--- config.mk ---
export PLATFORM = sky130hd
export DESIGN_NAME = one_wire_temperature_reader
export DESIGN_NICKNAME = d
export VERILOG_FILES = /design/src/hdl/owtr_pkg.sv /design/src/hdl/owtr_seq.sv /design/src/hdl/one_wire_temperature_reader.sv
export SDC_FILE = /design/constraint.sdc
export NUM_CORES = 1
export LEC_CHECK = 0
export BUFFER_PORTS_ARGS = -buffer_cell sky130_fd_sc_hd__buf_2
export CAP_MARGIN = 40
export CORE_ASPECT_RATIO = 0.8
export CORE_UTILIZATION = 45
export DETAILED_ROUTE_END_ITERATION = 12
export GPL_ROUTABILITY_DRIVEN = 0
export MAX_ROUTING_LAYER = met4
export PLACE_DENSITY = 0.63
export SLEW_MARGIN = 25
export SYNTH_ARGS = -nofsm -noshare
export SYNTH_HDL_FRONTEND = slang
export SYNTH_SLANG_ARGS = --single-unit
export TNS_END_PERCENT = 30
--- constraint.sdc ---
create_clock -name clk -period 6.7 [get_ports clk]
set_input_delay 1.34 -clock clk [delete_from_list [all_inputs] [get_ports clk]]
set_output_delay 1.34 -clock clk [all_outputs]
set_load 0.02 [all_outputs]
--- src/hdl/owtr_pkg.sv ---
// Shared types and constants for the one-wire temperature reader.
`default_nettype none
package owtr_pkg;

  localparam int unsigned NumCfg  = 6;
  localparam int unsigned CfgIdxW = 3;
  localparam int unsigned CfgDataW = 20;
  localparam int unsigned TickW   = 20;

  typedef enum logic [2:0] {
    CFG_RESET_LOW  = 3'd0,
    CFG_PRES_WIN   = 3'd1,
    CFG_SLOT       = 3'd2,
    CFG_WRITE_LOW  = 3'd3,
    CFG_READ_SAMP  = 3'd4,
    CFG_CONV_WAIT  = 3'd5
  } cfg_idx_t;

  typedef enum logic [3:0] {
    PH_IDLE  = 4'd0,
    PH_RST   = 4'd1,
    PH_PRES  = 4'd2,
    PH_WRITE = 4'd3,
    PH_CONV  = 4'd4,
    PH_READ  = 4'd5
  } phase_t;

  localparam logic [7:0] CmdSkipRom = 8'hCC;
  localparam logic [7:0] CmdConvert = 8'h44;
  localparam logic [7:0] CmdReadSp  = 8'hBE;

  localparam logic [9:0]  RstResetLow  = 10'd480;
  localparam logic [12:0] RstPresWin   = 13'd480;
  localparam logic [7:0]  RstSlot      = 8'd70;
  localparam logic [3:0]  RstWriteLow  = 4'd2;
  localparam logic [5:0]  RstReadSamp  = 6'd12;
  localparam logic [19:0] RstConvWait  = 20'd750000;

  typedef struct packed {
    logic [9:0]  reset_low_ticks;
    logic [12:0] presence_window_ticks;
    logic [7:0]  slot_ticks;
    logic [3:0]  write_low_ticks;
    logic [5:0]  read_sample_tick;
    logic [19:0] conv_wait_ticks;
  } cfg_t;

  typedef struct packed {
    logic        drive_low;
    logic        busy_res;
    logic        done_res;
    logic        no_device;
    logic [15:0] temperature;
  } res_t;

endpackage
`default_nettype wire

--- src/hdl/owtr_seq.sv ---
// Bus sequencer: state registers and the per-tick step logic.
`default_nettype none
module owtr_seq (
  input  wire logic            clk,
  input  wire logic            rst_n,
  input  wire logic            step,
  input  wire logic            start_req,
  input  wire logic            line_in,
  input  wire owtr_pkg::cfg_t  cfg,
  output owtr_pkg::res_t       res
);

  owtr_pkg::phase_t                 phase_r, phase_nxt;
  logic [owtr_pkg::TickW-1:0]       tick_r, tick_nxt;
  logic [2:0]                       bit_r, bit_nxt;
  logic [2:0]                       byte_r, byte_nxt;
  logic [7:0]                       shift_r, shift_nxt;
  logic [15:0]                      temp_r, temp_nxt;
  logic                             missed_r, missed_nxt;
  logic                             seen_r, seen_nxt;

  logic [owtr_pkg::TickW:0]         tick_inc;
  logic [owtr_pkg::TickW-1:0]       slot_len;
  logic [owtr_pkg::TickW-1:0]       len_rst;
  logic [owtr_pkg::TickW-1:0]       len_pres;
  logic [owtr_pkg::TickW-1:0]       len_conv;
  logic                             slot_end;
  logic                             drive;
  logic                             done;
  logic                             byte_last;

  always_comb begin
    slot_len = (cfg.slot_ticks == 8'd0) ? 20'd1 : {12'd0, cfg.slot_ticks};
    len_rst  = (cfg.reset_low_ticks == 10'd0) ? 20'd1 : {10'd0, cfg.reset_low_ticks};
    len_pres = (cfg.presence_window_ticks == 13'd0) ? 20'd1
                                                     : {7'd0, cfg.presence_window_ticks};
    len_conv = (cfg.conv_wait_ticks == 20'd0) ? 20'd1 : cfg.conv_wait_ticks;

    phase_nxt  = phase_r;
    tick_nxt   = tick_r;
    bit_nxt    = bit_r;
    byte_nxt   = byte_r;
    shift_nxt  = shift_r;
    temp_nxt   = temp_r;
    missed_nxt = missed_r;
    seen_nxt   = seen_r;
    drive      = 1'b0;
    done       = 1'b0;
    slot_end   = 1'b0;
    byte_last  = 1'b0;

    if (phase_nxt != owtr_pkg::PH_RST && phase_nxt != owtr_pkg::PH_PRES &&
        phase_nxt != owtr_pkg::PH_WRITE && phase_nxt != owtr_pkg::PH_CONV &&
        phase_nxt != owtr_pkg::PH_READ) begin
      phase_nxt = owtr_pkg::PH_IDLE;
    end
    if (phase_nxt == owtr_pkg::PH_IDLE && start_req) begin
      phase_nxt  = owtr_pkg::PH_RST;
      tick_nxt   = '0;
      bit_nxt    = '0;
      byte_nxt   = '0;
      missed_nxt = 1'b0;
      seen_nxt   = 1'b0;
    end
    tick_inc = {1'b0, tick_nxt} + 21'd1;

    case (phase_nxt)
      owtr_pkg::PH_RST: begin
        drive = 1'b1;
        if (tick_inc >= {1'b0, len_rst}) begin
          phase_nxt = owtr_pkg::PH_PRES;
          tick_nxt  = '0;
          seen_nxt  = 1'b0;
        end else begin
          tick_nxt = tick_inc[owtr_pkg::TickW-1:0];
        end
      end
      owtr_pkg::PH_PRES: begin
        if (!line_in) begin
          seen_nxt = 1'b1;
        end
        if (tick_inc >= {1'b0, len_pres}) begin
          if (!seen_nxt) begin
            missed_nxt = 1'b1;
          end
          shift_nxt = owtr_pkg::CmdSkipRom;
          bit_nxt   = '0;
          tick_nxt  = '0;
          phase_nxt = owtr_pkg::PH_WRITE;
        end else begin
          tick_nxt = tick_inc[owtr_pkg::TickW-1:0];
        end
      end
      owtr_pkg::PH_WRITE: begin
        slot_end = tick_inc >= {1'b0, slot_len};
        drive = (tick_nxt < {16'd0, cfg.write_low_ticks}) || (!shift_nxt[0] && !slot_end);
        if (slot_end) begin
          shift_nxt = {1'b0, shift_nxt[7:1]};
          if (bit_nxt == 3'd7) begin
            byte_last = 1'b1;
          end else begin
            bit_nxt  = bit_nxt + 3'd1;
            tick_nxt = '0;
          end
        end else begin
          tick_nxt = tick_inc[owtr_pkg::TickW-1:0];
        end
      end
      owtr_pkg::PH_CONV: begin
        if (tick_inc >= {1'b0, len_conv}) begin
          phase_nxt = owtr_pkg::PH_RST;
          tick_nxt  = '0;
        end else begin
          tick_nxt = tick_inc[owtr_pkg::TickW-1:0];
        end
      end
      owtr_pkg::PH_READ: begin
        slot_end = tick_inc >= {1'b0, slot_len};
        drive = tick_nxt < {16'd0, cfg.write_low_ticks};
        if (tick_nxt == {14'd0, cfg.read_sample_tick} ||
            (slot_end && tick_nxt < {14'd0, cfg.read_sample_tick})) begin
          shift_nxt = {line_in, shift_nxt[7:1]};
        end
        if (slot_end) begin
          if (bit_nxt == 3'd7) begin
            byte_last = 1'b1;
          end else begin
            bit_nxt  = bit_nxt + 3'd1;
            tick_nxt = '0;
          end
        end else begin
          tick_nxt = tick_inc[owtr_pkg::TickW-1:0];
        end
      end
      default: begin
      end
    endcase

    if (byte_last) begin
      byte_nxt = byte_r + 3'd1;
      tick_nxt = '0;
      bit_nxt  = '0;
      case (byte_r)
        3'd0: begin
          shift_nxt = owtr_pkg::CmdConvert;
          phase_nxt = owtr_pkg::PH_WRITE;
        end
        3'd1: phase_nxt = owtr_pkg::PH_CONV;
        3'd2: begin
          shift_nxt = owtr_pkg::CmdReadSp;
          phase_nxt = owtr_pkg::PH_WRITE;
        end
        3'd3: begin
          shift_nxt = '0;
          phase_nxt = owtr_pkg::PH_READ;
        end
        3'd4: begin
          temp_nxt  = {8'd0, shift_nxt};
          shift_nxt = '0;
          phase_nxt = owtr_pkg::PH_READ;
        end
        3'd5: begin
          temp_nxt  = {shift_nxt, temp_r[7:0]};
          phase_nxt = owtr_pkg::PH_IDLE;
          done      = 1'b1;
        end
        default: phase_nxt = owtr_pkg::PH_IDLE;
      endcase
    end

    res.drive_low   = drive;
    res.busy_res    = (phase_r != owtr_pkg::PH_IDLE && phase_r != owtr_pkg::PH_RST &&
                       phase_r != owtr_pkg::PH_PRES && phase_r != owtr_pkg::PH_WRITE &&
                       phase_r != owtr_pkg::PH_CONV && phase_r != owtr_pkg::PH_READ)
                      ? start_req : (phase_r != owtr_pkg::PH_IDLE || start_req);
    res.done_res    = done;
    res.no_device   = missed_nxt;
    res.temperature = done ? temp_nxt : 16'd0;
  end

  always_ff @(posedge clk) begin
    if (!rst_n) begin
      phase_r  <= owtr_pkg::PH_IDLE;
      tick_r   <= '0;
      bit_r    <= '0;
      byte_r   <= '0;
      shift_r  <= '0;
      temp_r   <= '0;
      missed_r <= 1'b0;
      seen_r   <= 1'b0;
    end else if (step) begin
      phase_r  <= phase_nxt;
      tick_r   <= tick_nxt;
      bit_r    <= bit_nxt;
      byte_r   <= byte_nxt;
      shift_r  <= shift_nxt;
      temp_r   <= temp_nxt;
      missed_r <= missed_nxt;
      seen_r   <= seen_nxt;
    end
  end

endmodule
`default_nettype wire

--- src/hdl/one_wire_temperature_reader.sv ---
// Top level: one-wire temperature reader with config registers and result register.
// Each input request is one bus tick carrying start_req and the sampled line
// level line_in. Every accepted request yields exactly one result: the bus drive
// for that tick (drive_low), busy_res, done_res, no_device and temperature, the
// last nonzero only on the tick the second read byte completes.
// A request is accepted when in_valid is high and in_stall is low; a result is
// taken when out_valid is high and out_stall is low.
// The result of a request is registered: it sits in the output register on the
// cycle after it is accepted. Throughput is one request per cycle while in_stall
// is low, as the sequencer steps once per accepted request; in_stall rises only
// while a result waits in the output register and the receiver stalls it.
// Registers are written through the cfg_ channel (index 0..5 in the order reset
// low, presence window, slot, write low, read sample, conversion wait); cfg_ready
// is always high and indexes past the list are dropped.
// Synchronous reset returns the sequencer to idle, clears the output valid flag and
// loads the default timings.
`default_nettype none
module one_wire_temperature_reader (
  input  wire logic                          clk,
  input  wire logic                          rst_n,
  input  wire logic                          in_valid,
  output logic                               in_stall,
  input  wire logic                          in_start_req,
  input  wire logic                          in_line_in,
  output logic                               out_valid,
  input  wire logic                          out_stall,
  output logic                               out_drive_low,
  output logic                               out_busy_res,
  output logic                               out_done_res,
  output logic                               out_no_device,
  output logic [15:0]                        out_temperature,
  input  wire logic                          cfg_valid,
  output logic                               cfg_ready,
  input  wire logic [owtr_pkg::CfgIdxW-1:0]  cfg_index,
  input  wire logic [owtr_pkg::CfgDataW-1:0] cfg_data
);

  owtr_pkg::cfg_t cfg_r;
  owtr_pkg::res_t res;
  owtr_pkg::res_t res_r;
  logic           out_valid_r, out_valid_nxt;
  logic           in_acc;

  assign cfg_ready = 1'b1;
  assign in_stall  = out_valid_r && out_stall;
  assign in_acc    = in_valid && !in_stall;

  always_ff @(posedge clk) begin
    if (!rst_n) begin
      cfg_r.reset_low_ticks       <= owtr_pkg::RstResetLow;
      cfg_r.presence_window_ticks <= owtr_pkg::RstPresWin;
      cfg_r.slot_ticks            <= owtr_pkg::RstSlot;
      cfg_r.write_low_ticks       <= owtr_pkg::RstWriteLow;
      cfg_r.read_sample_tick      <= owtr_pkg::RstReadSamp;
      cfg_r.conv_wait_ticks       <= owtr_pkg::RstConvWait;
    end else if (cfg_valid && cfg_ready) begin
      case (cfg_index)
        owtr_pkg::CFG_RESET_LOW: cfg_r.reset_low_ticks       <= cfg_data[9:0];
        owtr_pkg::CFG_PRES_WIN:  cfg_r.presence_window_ticks <= cfg_data[12:0];
        owtr_pkg::CFG_SLOT:      cfg_r.slot_ticks            <= cfg_data[7:0];
        owtr_pkg::CFG_WRITE_LOW: cfg_r.write_low_ticks       <= cfg_data[3:0];
        owtr_pkg::CFG_READ_SAMP: cfg_r.read_sample_tick      <= cfg_data[5:0];
        owtr_pkg::CFG_CONV_WAIT: cfg_r.conv_wait_ticks       <= cfg_data;
        default: begin
        end
      endcase
    end
  end

  owtr_seq u_seq (
    .clk       (clk),
    .rst_n     (rst_n),
    .step      (in_acc),
    .start_req (in_start_req),
    .line_in   (in_line_in),
    .cfg       (cfg_r),
    .res       (res)
  );

  always_comb begin
    out_valid_nxt = out_valid_r;
    if (in_acc) begin
      out_valid_nxt = 1'b1;
    end else if (!out_stall) begin
      out_valid_nxt = 1'b0;
    end
  end

  always_ff @(posedge clk) begin
    if (!rst_n) begin
      out_valid_r <= 1'b0;
    end else begin
      out_valid_r <= out_valid_nxt;
    end
  end

  always_ff @(posedge clk) begin
    if (in_acc) begin
      res_r <= res;
    end
  end

  assign out_valid       = out_valid_r;
  assign out_drive_low   = res_r.drive_low;
  assign out_busy_res    = res_r.busy_res;
  assign out_done_res    = res_r.done_res;
  assign out_no_device   = res_r.no_device;
  assign out_temperature = res_r.temperature;

endmodule
`default_nettype wire

==> flow_metrics.tcl, run 1 <==
set metrics [dict create \
    grt_pass1_wl_mm 35.97 \
    tritoncts "yes" \
    postCtsResizedCells 0 \
    nNetsFinal 1095 \
    whs_ns 0.4596 \
    synth_fp_nets 1063 \
    fill_cells 1609 \
    path_clk_slew_ns 0.06 \
    placed_cells 1202 \
    synth_edf_count 20 \
    cts_root_buffer "clkbuf_16" \
    clock-sinks 130 \
    mostFrequentLayoutCell "nand2_1" \
    stdcell_area_um2 8860 \
    drtPass1Iterations 5 \
    syn_area_per_cell_um2 8.121 \
    synth_cells 970 \
    synth.distinct_cells 78 \
    relSlewSlack_pct 41.42 \
    fp.dieW_um 149.9 \
    synthTopCellsByArea "dfxtp_1 28%, ha_1 10%, nand2_1 7.8%, edfxtp_1 7.6%, a21oi_1 4.4%" \
    core-area_um2 16820 \
    status "complete, no violations" \
    io_pins 53 \
    hpwl_mm 16.39 \
    synthFlopType "dfxtp_1" \
    hp-class "reg2reg" \
    hold_buffers 0 \
    yosysTopAreaCellShare_pct 27.95 \
    period_share_pct 84.67 \
    fmax_mhz 176.3 \
    viasPerCell 5.812 \
    register_area_um2 2803 \
    worst_pin_slew_ns 0.8767 \
    postCtsSetupRepairBufs 0 \
    drt_wl_total_mm 21.87 \
    gr-total-overflow 0 \
    end_kind "register" \
    die_h_um 120.3 \
    hold_violations 0 \
    syn_area_um2 7878 \
    maxCapViolCount 0 \
    synth-seq-cells 130 \
    grt_pass1_vias 6614 \
    clock_path_buffers 2 \
    cts_buffers 17 \
    drv_slew 0 \
    syn2layout_area_growth_pct 12.47 \
    drive_gt1_share_pct 11.53 \
    ant_nets 0 \
    worst-path-max-fanout 12 \
    pre_cts_ws_ns 0.6224 \
    fin_tns_setup_ns 0 \
    seq_area_frac_synth_pct 35.58 \
    p_per_area_nw_per_um2 217.7 \
    io_buffers 51 \
    crit_arrival_ns 5.84 \
    antenna_found_initial 0 \
    track_usage_pct 26.65 \
    yosysWarnings 0 \
    drt_iter0_markers 623 \
    insertion_delay_ns 0.43 \
    grt_max_degree 46 \
    skew_ns 0.01153 \
    vias 7178 \
    worst_ep_required_time_ns 6.86 \
    synth_async_sr_flop_share_pct 0 \
    layout_common_cells "163 x nand2_1, 110 x dfxtp_1, 70 x inv_1" \
    rsz0062_at_grt "false" \
    p_leak_nw 3.587 \
    start_util_pct 46.85 \
    worst_slack_ns 1.027 \
    drc 0 \
    route.detailed.wl_per_inst_um 17.71 \
    detailed_place.area_um2 8262 \
    multiInputGateArea_um2 4563 \
    startpoint_type "input port" \
    ir_worst_vdd_mv 0.1457 \
    diodes 0 \
    row_count 42 \
    final-setup-viol-count 0 \
    yosys.area.top_type "dfxtp_1" \
    path_class "in2reg" \
    min_period_ns 5.673 \
    die_area_um2 18040 \
    htreeDepth 4 \
    final_cells 1235 \
]
## cell usage after synthesis, drive strengths merged (15+ instances only)
library cell / number
o21ai: 43
nor3: 22
o211ai: 29
edfxtp: 20
nand2: 163
ha: 63
dfxtp: 110
nor4: 16
a22o: 17
nor2: 55
inv: 73
a21oi: 70
buf: 21
clkbuf: 27
nand3: 35
nand4: 15
## through the flow
step                total power (W)  utilization, %
floorplan                 0.0009387               -
finish                     0.001929           52.69
global placement          0.0009973           48.92
detailed placement         0.001001           49.13
CTS                        0.001943           52.66
global route               0.002005           52.69
## flip-flops by register name, indices dropped and copies added, names as in the netlist
signal / count
u_seq.missed_r: 1
u_seq.bit_r: 3
u_seq.temp_r: 8
out_no_device: 1
cfg_r: 61
out_temperature: 16
out_busy_res: 1
out_valid: 1
u_seq.phase_r: 4
out_done_res: 1
u_seq.byte_r: 3
out_drive_low: 1
u_seq.shift_r: 8
u_seq.tick_r: 20
u_seq.seen_r: 1
## report_power, final
group | internal (W) | total [W] | switching, W
logic | 0.0000515 | 0.000164 | 0.000112
registers | 0.000811 | 0.000823 | 0.0000116
clock network | 0.000582 | 0.000942 | 0.000360
## layer usage
metal  wire length, um  part of all wire (%)  global-route usage (%)
met5                 0                     0                       -
met4               295                   1.3                   7.765
met3              1598                   7.3                   5.623
met2              8495                    39                   34.17
met1             11480                    52                   40.76
## cells by family (layout without fill, tap and decap cells)
kind of cell             Yosys count  after routing  synth area share (%)
AO/OA/AOI/OAI                    264            264                 22.81
XOR/XNOR                          17             17                 1.890
adder cells (fa/ha/maj)           65             65                 10.26
flip-flops                       130            130                 35.58
AND/OR/NAND/NOR                  365            365                 21.98
multiplexers                       6              6                0.7624
other                              1              1               0.04760
buffers and inverters            122            167                 6.671
## path summary, 6_finish.rpt
kind / endpoint / from / cells after the start / slack [ns]
max: out_temperature[2]$_SDFFCE_PN0P_ / in_start_req / 19 / 1.03
min: cfg_r[21]$_SDFFE_PN0P_ / cfg_r[21]$_SDFFE_PN0P_ / 2 / 0.46
max reg2reg: out_temperature[2]$_SDFFCE_PN0P_ / u_seq.phase_r[3]$_SDFFE_PN0P_ / 19 / 1.23
min reg2reg: cfg_r[21]$_SDFFE_PN0P_ / cfg_r[21]$_SDFFE_PN0P_ / 2 / 0.46
## worst max-delay path, stage by stage
cell and delay (ns):
buf_2 0.15, o21ai_2 0.18, nand2_1 0.17, inv_1 0.18, ha_1 0.17, buf_4 0.18, inv_1 0.09, or4_1 0.50
a21oi_1 0.47, ha_1 0.36, nand4_1 0.13, nor4_1 0.06, a211oi_1 0.21, o311ai_0 0.24, or4_1 0.49, o21ai_1 0.25
nor2_1 0.17, o22ai_1 0.33, o21ai_0 0.14
## area by class of cell
class	count	area share, %
Clock buffer	18	4.844
Multi-Input combinational cell	718	51.50
Tap cell	220	3.107
Timing Repair Buffer	61	3.926
Inverter	74	3.135
Sequential cell	130	31.63
Clock inverter	14	1.850
Power figures use the tool's default switching activity.
==> run 2: changes to the inputs <==
clock period = 5.3 ns   (was 6.7 ns; I/O delays follow)
==> run 2 against run 1 <==
Effect of this change: non-clock buffer count grew 12; sequential share of layout area decreased by 0.24 points; die area unchanged; wire length rose by 1.6%; highest routed layer unchanged; critical path type is now reg2reg; core utilization increased by 0.41 points; total power up 27%.
==> flow_metrics.tcl, run 2 (synthesis gave the netlist of run 1 again) <==
set metrics [dict create \
    mostFrequentLayoutCell "nand2_1" \
    fill_cells 1633 \
    top_register "cfg_r" \
    nNetsFinal 1107 \
    drtPass1Iterations 5 \
    p_switching_w 0.0006229 \
    grt_max_degree 47 \
    top_usage_layer "met1" \
    cts_root_buffer "clkbuf_16" \
    min_period_ns 4.780 \
    hpwl_mm 16.44 \
    crit_arrival_ns 4.95 \
    skew_ns 0.007754 \
    startpoint_type "register" \
    p_int_w 0.001826 \
    worst_pin_slew_ns 0.8106 \
    diodes 0 \
    met3_usage_pct 5.396 \
    htreeDepth 4 \
    route.detailed.wl_per_inst_um 17.82 \
    worst_ep_required_time_ns 5.47 \
    p_leak_nw 3.642 \
    largest_reg_flops 61 \
    tritoncts "yes" \
    p_seq_share_pct 42.5 \
    maxCapViolCount 0 \
    die_area_um2 18040 \
    fin_tns_setup_ns 0 \
    relSlewSlack_pct 45.76 \
    hold_buffers 0 \
    hold_path_depth 2 \
    drt_wl_total_mm 22.22 \
    worstHoldStart "cfg_r[33]$_SDFFE_PN0P_" \
    grt_pass1_wl_mm 36.31 \
    syn2layout_area_growth_pct 13.34 \
    clock-sinks 130 \
    r2r_end "out_temperature[2]$_SDFFCE_PN0P_" \
    drive_gt1_share_pct 12.66 \
    startpoint "u_seq.phase_r[3]$_SDFFE_PN0P_" \
    whs_ns 0.4575 \
    fin_util_pct 53.10 \
    hold_violations 0 \
    grt_pass1_vias 6578 \
    die_h_um 120.3 \
    placed_cells 1215 \
    viasPerCell 5.856 \
    clkPwrFrac_pct 49.0 \
    ant_nets 0 \
    postCtsResizedCells 0 \
    path_class "reg2reg" \
    p_total_w 0.002449 \
    fmax_mhz 209.2 \
    rrSetupSlack_ns 0.52 \
    drv_slew 0 \
    track_usage_pct 27.01 \
    hp-class "reg2reg" \
    antenna_found_initial 0 \
    p_per_area_nw_per_um2 274.3 \
    io_buffers 51 \
    io_pins 53 \
    row_count 42 \
    worst-path-max-fanout 11 \
    core-area_um2 16820 \
    reg2reg_from "u_seq.phase_r[3]$_SDFFE_PN0P_" \
    holdPathEnd "cfg_r[33]$_SDFFE_PN0P_" \
    final-setup-viol-count 0 \
    start_util_pct 46.85 \
    insertion_delay_ns 0.43 \
    ff2ff_path_depth 18 \
    gr-usage-met2_pct 35.21 \
    power.share.switching_pct 25.43 \
    final_cells 1247 \
    fp.dieW_um 149.9 \
    rsz0062_at_grt "false" \
    status "complete, no violations" \
    vias 7302 \
    ir_worst_vdd_mv 0.2135 \
    clock_path_buffers 2 \
    p_comb_share_pct 8.5 \
    use_met1_pct 41.40 \
    end_kind "register" \
    path_clk_slew_ns 0.06 \
    layout_common_cells "163 x nand2_1, 110 x dfxtp_1, 70 x inv_1" \
    gr-total-overflow 0 \
    drt_iter0_markers 605 \
    postCtsSetupRepairBufs 0 \
    drc 0 \
    period_share_pct 90.19 \
    cts_buffers 17 \
]
run 2: how the worst max path moves through the flow:
stage	end	slack [ns]
2_1_floorplan	out_temperature[2]$_SDFFCE_PN0P_	0.07
3_3_place_gp	u_seq.tick_r[19]$_SDFFE_PN0P_	0.26
3_5_place_dp	out_temperature[2]$_SDFFCE_PN0P_	0.17
4_1_cts	out_temperature[2]$_SDFFCE_PN0P_	0.58
5_1_grt	u_seq.tick_r[19]$_SDFFE_PN0P_	0.18
6_report	out_temperature[2]$_SDFFCE_PN0P_	0.52
run 2: power groups by stage:
stage	Clock (W)	Combinational [W]	Sequential, W
2_1_floorplan	0	0.000119	0.00107
3_3_place_gp	0	0.000204	0.00106
3_5_place_dp	0	0.000206	0.00106
4_1_cts	0.00122	0.000207	0.00104
5_1_grt	0.00126	0.000230	0.00104
6_report	0.00120	0.000209	0.00104
run 2: area by class of cell:
type | count | area, um2 | share of cell area, %
multi-input combinational | 718 | 4562 | 51.09
sequential | 130 | 2803 | 31.39
clock buffer | 18 | 429.2 | 4.807
timing repair buffer | 73 | 417.9 | 4.680
inverter | 74 | 277.8 | 3.111
tap | 220 | 275.3 | 3.083
clock inverter | 14 | 163.9 | 1.836
run 2: layer usage:
metal	vias up	part of all wire [%]
li1	3607	-
met1	3386	50
met3	23	9.2
met2	286	39
met5	-	0
met4	0	1.1
run 2: worst max-delay path: stages (launching register included):
cell       delay (ns)
dfxtp_1          0.40
a21o_1           0.23
o21ai_2          0.32
and2_1           0.24
ha_1             0.18
buf_4            0.19
a21boi_1         0.12
o21ai_2          0.29
inv_2            0.12
ha_1             0.34
a21oi_1          0.17
a2bb2oi_1        0.20
a21o_1           0.13
o311ai_0         0.16
or4_1            0.49
o21ai_1          0.31
nor2_1           0.19
o22ai_1          0.31
o21ai_0          0.13
run 2: through the flow:
stage / worst slack, ns / area [um2]
after floorplan: 0.06936 / 7881
after global placement: 0.2627 / 8328
after detailed placement: 0.1734 / 8335
after CTS: 0.5848 / 8929
after global routing: 0.1801 / 8929
final: 0.5198 / 8929
==> run 3: changes to the inputs <==
--- a/config.mk
+++ b/config.mk
@@ -13,2 +13,4 @@
 export GPL_ROUTABILITY_DRIVEN = 0
+export GPL_TIMING_DRIVEN = 0
+export HOLD_SLACK_MARGIN = 0.02
 export MAX_ROUTING_LAYER = met4
--- a/constraint.sdc
+++ b/constraint.sdc
@@ -3,2 +3,2 @@
 set_output_delay 1.06 -clock clk [all_outputs]
-set_load 0.02 [all_outputs]
+set_load 0.1 [all_outputs]
==> run 3 against run 2 <==
Effect of this change: setup slack got worse by 0.31 ns; global-route usage increased by 1.6 points; largest power group unchanged; highest routed layer unchanged; critical path type is now in2reg; hold slack improved by 0.00087 ns; die area unchanged.
==> flow_metrics.tcl, run 3 (synthesis gave the netlist of run 1 again) <==
set metrics [dict create \
    hp-class "reg2reg" \
    end_kind "register" \
    drt_wl_total_mm 23.78 \
    whs_ns 0.4583 \
    maxCapViolCount 0 \
    viasPerCell 5.909 \
    period_share_pct 95.98 \
    placed_cells 1242 \
    cts_buffers 17 \
    antenna_found_initial 0 \
    worst-path-max-fanout 10 \
    cts_root_buffer "clkbuf_16" \
    track_usage_pct 28.58 \
    worst_pin_slew_ns 0.8649 \
    ant_nets 0 \
    drv_slew 0 \
    mostFrequentLayoutCell "nand2_1" \
    syn2layout_area_growth_pct 16.60 \
    skew_ns 0.008583 \
    grt_pass1_wl_mm 37.83 \
    start_util_pct 46.85 \
    crit_arrival_ns 5.25 \
    vias 7563 \
    gr-total-overflow 0 \
    nNetsFinal 1140 \
    drive_gt1_share_pct 14.34 \
    fp.dieW_um 149.9 \
    fmax_mhz 196.6 \
    ir_worst_vdd_mv 0.2159 \
    hold_buffers 0 \
    die_h_um 120.3 \
    worst_ep_required_time_ns 5.46 \
    hpwl_mm 17.77 \
    diodes 0 \
    pre_cts_ws_ns -1.742 \
    clock_path_buffers 2 \
    status "complete, no violations" \
    p_per_area_nw_per_um2 267.7 \
    insertion_delay_ns 0.43 \
    startpoint_type "input port" \
    path_clk_slew_ns 0.06 \
    row_count 42 \
    core-area_um2 16820 \
    clock-sinks 130 \
    min_period_ns 5.087 \
    drtPass1Iterations 8 \
    final_cells 1280 \
    p_leak_nw 3.746 \
    largest_reg_flops 61 \
    io_pins 53 \
    io_buffers 51 \
    path_class "in2reg" \
    grt_max_degree 19 \
    relSlewSlack_pct 42.34 \
    p_total_w 0.002459 \
    final-setup-viol-count 0 \
    worst_slack_ns 0.2129 \
    route.detailed.wl_per_inst_um 18.58 \
    top_register "cfg_r" \
    layout_common_cells "163 x nand2_1, 109 x dfxtp_1, 69 x inv_1" \
    drt_iter0_markers 771 \
    fin_tns_setup_ns 0 \
    die_area_um2 18040 \
    grt_pass1_vias 6830 \
    drc 0 \
    htreeDepth 4 \
    hold_violations 0 \
    tritoncts "yes" \
]
## run 3: changes by cell type in the layout (fill, tap and decap cells not counted), sizes merged
cell,before,now
buf,73,77
bufinv,3,0
clkbuf,18,50
clkinv,6,8
clkinvlp,5,2
inv,74,75
## run 3: metal layers
metal	part of all wire (%)	vias up	track usage (%)	wire length [um]
met5	0	-	-	0
met4	1.1	0	5.934	263
li1	-	3656	-	-
met3	9.0	27	6.528	2142
met2	39	324	37.47	9245
met1	51	3556	43.63	12130
## run 3: cell type report
| class | instances | area, um2 |
|---|---|---|
| fill | 1611 | 7631 |
| sequential | 130 | 2804 |
| clock inverter | 11 | 76.32 |
| timing repair buffer | 59 | 330.3 |
| multi-input combinational | 718 | 4651 |
| inverter | 74 | 280.3 |
| buffer | 47 | 275.3 |
| tap | 220 | 275.3 |
| clock buffer | 21 | 493.0 |
## run 3: critical path: stages
cell	delay, ns
buf_2	0.15
o21ai_4	0.09
buf_8	0.17
buf_6	0.16
and2_4	0.18
ha_4	0.17
buf_8	0.15
inv_1	0.08
or4_4	0.53
a21oi_4	0.26
ha_1	0.30
nand4_1	0.14
nor4_1	0.08
a211oi_1	0.29
o311ai_2	0.22
or4_4	0.48
o21ai_4	0.19
nor2_2	0.12
o22ai_2	0.26
o21ai_0	0.13
## run 3: where the power goes
part	leakage (nW)	total [W]	switching (W)	internal (W)
registers	1.09	0.00104	0.0000139	0.00103
clock network	0.280	0.00113	0.000464	0.000666
logic	2.38	0.000289	0.000215	0.0000739
## run 3: final timing paths
kind                                                    start  cells after the start                                to  slack (ns)
worst max register to register  u_seq.phase_r[0]$_SDFFE_PN0P_                     20  out_temperature[2]$_SDFFCE_PN0P_        0.25
worst min-delay path                   cfg_r[24]$_SDFFE_PN0P_                      2            cfg_r[24]$_SDFFE_PN0P_        0.46
worst min register to register         cfg_r[24]$_SDFFE_PN0P_                      2            cfg_r[24]$_SDFFE_PN0P_        0.46
worst max-delay path                             in_start_req                     20  out_temperature[2]$_SDFFCE_PN0P_        0.21
## run 3: per-stage QoR
step | util [%] | cell area, um2
after floorplan | - | 7881
after detailed placement | 50.19 | 8439
after global routing | 54.62 | 9185
after global placement | 50.02 | 8412
final | 54.62 | 9185
after CTS | 54.17 | 9109
## run 3: what timing repair did
item | in CTS | in global routing
endpoints found under the setup margin | 66 | 56
setup buffers | 2 | 2
endpoints found under the hold margin | 0 | 0
resized for setup | 21 | 16
pin swaps | 5 | 6
